**src/hdl/oss_pkg.sv**
```systemverilog
// ----------------------------------------------------------------------------
// oss_pkg: shared types, constants and elaboration helpers
// Action codes, sequencer states, the cell control bundle and the sizing
// functions for the registered OR-reduction tree.
// ----------------------------------------------------------------------------
`default_nettype none

package oss_pkg;

   localparam int CAPACITY_DEF = 1024;
   // fan-in of one reduction tree node
   localparam int TREE_RADIX   = 32;

   typedef enum logic [1:0] {
      ACT_INSERT,
      ACT_DELETE,
      ACT_SELECT,
      ACT_RANK
   } action_type;

   typedef enum logic [1:0] {
      ST_IDLE,
      ST_LOOK,
      ST_WAIT,
      ST_COMMIT
   } state_type;

   typedef struct packed {
      logic       look;     // latch compare flags
      logic       ins_go;   // shift right from insertion point
      logic       del_go;   // shift left onto the deleted key
      logic       sel_ok;   // select position is in range
      action_type action;
   } cell_ctl_type;

   // node count at a tree level (level 0 is the leaves)
   function automatic int tree_width(int n, int lvl);
      int m;
      m = n;
      for (int j = 0; j < lvl; j++) m = (m + TREE_RADIX - 1) / TREE_RADIX;
      return m;
   endfunction

   function automatic int tree_levels(int n);
      int m;
      int l;
      m = n;
      l = 0;
      while (m > 1 || l == 0) begin
         m = (m + TREE_RADIX - 1) / TREE_RADIX;
         l++;
      end
      return l;
   endfunction

   // first flat node slot of registered level lvl
   function automatic int tree_offset(int n, int lvl);
      int s;
      s = 0;
      for (int j = 0; j < lvl; j++) s += tree_width(n, j + 1);
      return s;
   endfunction

endpackage

`default_nettype wire

```
**src/hdl/oss_cell.sv**
```systemverilog
// ----------------------------------------------------------------------------
// oss_cell: one slot of the sorted key row
// Compares its key against the operation value, flags its match for the
// reduction tree and shifts keys with its neighbors on insert and delete.
// ----------------------------------------------------------------------------
`default_nettype none

module oss_cell #(
   parameter int IW = 10,
   parameter int CW = 11
) (
   input  logic                      clock,
   input  oss_pkg::cell_ctl_type     ctl,
   input  logic [IW-1:0]             idx,
   input  logic [CW-1:0]             count,
   input  logic [IW-1:0]             kidx,
   input  logic signed [31:0]        value,
   input  logic                      left_below,
   input  logic                      left_below_q,
   input  logic signed [31:0]        left_key,
   input  logic signed [31:0]        right_key,
   output logic                      below,
   output logic                      below_q,
   output logic                      mark,
   output logic signed [31:0]        key_q
);

   logic signed [31:0] key_ff;
   logic signed [31:0] key_in;
   logic               below_ff;
   logic               occ;
   logic               eq;
   logic               first;
   logic               hit;

   always_comb begin
      occ   = CW'(idx) < count;
      below = occ && (key_ff < value);
      eq    = occ && (key_ff == value);
      // edge of the thermometer: first stored key not below value
      first = occ && !below && left_below;
      hit   = ctl.sel_ok && (kidx == idx);
      unique case (ctl.action) inside
         oss_pkg::ACT_INSERT, oss_pkg::ACT_DELETE: mark = eq;
         oss_pkg::ACT_SELECT:                      mark = hit;
         oss_pkg::ACT_RANK:                        mark = first;
      endcase
   end

   always_comb begin
      key_in = key_ff;
      if (ctl.ins_go && !below_ff) begin
         key_in = left_below_q ? value : left_key;
      end else if (ctl.del_go && !below_ff) begin
         key_in = right_key;
      end
   end

   always_ff @(posedge clock) begin
      key_ff <= key_in;
      if (ctl.look) begin
         below_ff <= below;
      end
   end

   assign below_q = below_ff;
   assign key_q   = key_ff;

endmodule

`default_nettype wire

```
**config.mk**
```make
export PLATFORM = sky130hd
export DESIGN_NAME = oss_cell
export DESIGN_NICKNAME = d
export VERILOG_FILES = /design/src/hdl/oss_pkg.sv /design/src/hdl/oss_cell.sv
export SDC_FILE = /design/constraint.sdc
export NUM_CORES = 1
export LEC_CHECK = 0
export ABC_AREA = 1
export BUFFER_PORTS_ARGS = -buffer_cell sky130_fd_sc_hd__buf_2
export CORE_ASPECT_RATIO = 1.25
export CORE_MARGIN = 2
export CORE_UTILIZATION = 48
export DETAILED_ROUTE_END_ITERATION = 12
export PLACE_DENSITY = 0.92
export SETUP_SLACK_MARGIN = 0.3
export SYNTH_ARGS = -nofsm -noshare
export SYNTH_HDL_FRONTEND = slang
export SYNTH_SLANG_ARGS = --single-unit
```
**constraint.sdc**
```tcl
create_clock -name clock -period 5.1 [get_ports clock]
set_clock_uncertainty 0.1 [all_clocks]
set_input_delay 1.02 -clock clock [delete_from_list [all_inputs] [get_ports clock]]
set_output_delay 1.02 -clock clock [all_outputs]
set_load 0.02 [all_outputs]
```
==> impl_metrics.py <==
metrics = {
    "worst_hold_path": {
        "holdPathStages": 1,
        "hp-class": "register to register",
        "hold_path_startpoint": "below_q",
        "whs_endpoint": "key_q[1]",
    },
    "worst_setup_path": {
        "startpoint_type": "primary input",
        "r2r_cells": 9,
        "r2r_setup_slack_ps": 3100,
        "crit_required_ps": 3980,
        "r2r-end": "below_q",
        "r2r-start": "key_q[31]",
        "critPathMaxFanout": 4,
        "critical_path_arrival_ps": 2660,
        "cp-end-kind": "output port",
        "crit_type": "primary input to output port",
    },
    "clock_network": {
        "clockBufferDepth": 2,
        "ctsResizeCount": 0,
        "cts_tree": "yes",
        "clkLatencyLatePin_ps": 280,
        "cts_made_buffers": 5,
        "cts_setup_buffers": 0,
        "cts.clk_slew.worst_paths_ps": 70,
        "cts_root_buf": "clkbuf_8",
        "cts_sinks": 33,
        "postCtsHoldBufs": 0,
        "htree_levels": 2,
    },
    "flow_run": {
        "drv_cap": 0,
    },
    "timing": {
        "rsz0062_at_grt": "false",
        "relSlewSlack_pct": 34.5,
        "layout_setup_ws_ps": 1320,
        "tightestPinTransition_ps": 980,
        "hold_viol": 0,
        "setup_viol": 0,
        "final_max_slew_viol_count": 0,
        "fin_crit_sh_pct": 74.1,
        "max_freq_ghz": 0.265,
        "min_period_ps": 3780,
        "setup_total_negative_slack_ps": 0,
    },
    "pwr": {
        "cellPowerDensity_nw_per_um2": 242,
        "p_leak_nw": 2.15,
        "vdd_ir_drop_max_uv": 137,
    },
    "global_route": {
        "grt_pass1_wl_mm": 12.9,
        "grt_usage_pct": 23.9,
        "grt_pass1_vias": 3228,
        "antenna_found_initial": 1,
        "grt_max_degree": 65,
        "grt-ovfl-total": 0,
    },
    "layout": {
        "finalNonFillerCells": 640,
        "final-seq-area_um2": 991,
        "syn2layout_area_growth_pct": 34.2,
        "fill_cells": 495,
        "final_core_util_pct": 67.2,
        "final_nets": 733,
        "multi_input_area_um2": 1680,
        "final_layout_size_suffix_gt1_share_pct": 34.6,
    },
    "yosys": {
        "ys_seq_area_share_pct": 33.8,
        "synthTopCellsByArea": "edfxtp_1 34%, ha_1 17%, nand2_1 14%",
        "synth_nets": 568,
        "synth-seq-cells": 33,
        "synth_cells": 391,
        "synth.distinct_cells": 27,
        "yosysTopAreaCell": "edfxtp_1",
        "avgSynthCellArea_um2": 7.50,
        "synth_top_area_share_pct": 33.8,
        "synth_area_um2": 2930,
        "synth-warning-count": 0,
    },
    "placement": {
        "placed_cells": 631,
        "portBuffers": 170,
        "hpwlAfterDp_mm": 6.67,
        "gp_congestion": 0.911,
        "dp_slack_ps": 1280,
    },
    "drt": {
        "wl_per_cell_um": 13.1,
        "final_antenna_net_count": 0,
        "drt_wl_total_mm": 8.35,
        "vias": 3246,
        "drtIter0Drc": 152,
        "first_pass_iters": 4,
        "viasPerCell": 5.07,
        "drcViolationCount": 0,
    },
    "die": {
        "fp.dieH_um": 91.4,
        "io_pins": 171,
        "die_w_um": 73.9,
        "dieArea_um2": 6760,
        "row_count": 31,
        "core_area_um2": 5860,
        "initial_core_util_pct": 50.1,
    },
    "status": {
        "status": "finished, final reports clean",
    },
}
[cell usage in the layout (no fill, tap or decap), drive strengths merged]
cell type | netlist | final
buf | 4 | 171
nand2 | 110 | 110
inv | 59 | 59
nor2 | 49 | 49
ha | 41 | 41
edfxtp | 33 | 33
a31oi | 32 | 32
a21oi | 20 | 20
clkbuf | 9 | 8
nand3 | 7 | 7
nand4 | 7 | 7
xor2 | 6 | 6
o21ai | 3 | 3
or2 | 3 | 3
nor3 | 2 | 2
nor4 | 2 | 2
o21a | 2 | 2
diode | 0 | 1
a21o | 1 | 1
xnor2 | 1 | 1
[cells in the mapped netlist, drive strengths merged]
cell type / instances
a21o: 1
nor4: 2
nor3: 2
nand4: 7
o21ai: 3
or2: 3
ha: 41
a31oi: 32
clkbuf: 9
xor2: 6
edfxtp: 33
a21oi: 20
inv: 59
buf: 4
xnor2: 1
nand2: 110
nand3: 7
o21a: 2
nor2: 49
[worst max-delay path: stages]
cell and delay, ps:
buf_2 90, inv_1 40, ha_1 340, nand2_1 110, nor2_2 150, nand2_2 80, nor4_4 160, nand2_1 110
nand2_1 70, nand2_1 60, a21oi_1 210, buf_2 210
[how the worst max path moves through the flow]
stage | to | from | slack (ps) | cells past startpoint
6_report | below | value[31] | 1320 | 12
5_1_grt | below | value[11] | 1030 | 14
4_1_cts | below | value[31] | 1280 | 12
3_5_place_dp | below | value[31] | 1280 | 12
3_3_place_gp | below | value[31] | 1360 | 12
2_1_floorplan | below | value[31] | 1630 | 10
[where the power goes]
group          leakage [nW]  switching [W]  internal [W]  total, W
Clock                0.0395      0.0000947     0.0000971  0.000192
Sequential            0.317      0.0000225      0.000355  0.000377
Combinational          1.80       0.000233      0.000149  0.000382
Total                  2.15       0.000350      0.000601  0.000951
[through the flow]
stage	cell area, um^2	power [W]	hold slack, ps
4_1_cts	3930	0.000962	826
5_1_grt	3930	0.00102	832
3_3_place_gp	3850	0.000749	810
6_report	3940	0.000951	832
3_5_place_dp	3850	0.000766	824
2_1_floorplan	2930	0.000619	777
[kinds of logic (layout without fill, tap and decap cells)]
logic type	count (synthesis)	count (layout)	share of synthesized area (%)
adder cells (fa/ha/maj)	41	41	17.5
AND/OR/NAND/NOR	180	180	25.5
buffers and inverters	72	238	9.38
flip-flops	33	33	33.8
AO/OA/AOI/OAI	58	58	11.8
other	0	1	0
XOR/XNOR	7	7	2.09
[registers in the layout (all words and copies together), names as in the netlist]
signal / cells
key_q: 32
below_q: 1
[final cells by class]
cell class | instances | share of cell area (%)
Multi-Input combinational cell | 286 | 42.7
Sequential cell | 33 | 25.2
Timing Repair Buffer | 171 | 21.8
Inverter | 59 | 5.63
Tap cell | 82 | 2.61
Clock buffer | 8 | 2.03
Antenna cell | 1 | 0.0636
[layer usage]
metal	share of wire (%)	global-route usage [%]
met5	0	0
met4	1.4	8.94
met3	6.7	4.33
met2	55	46.8
met1	37	23.5
No activity file was read; power rests on OpenSTA's default activity.
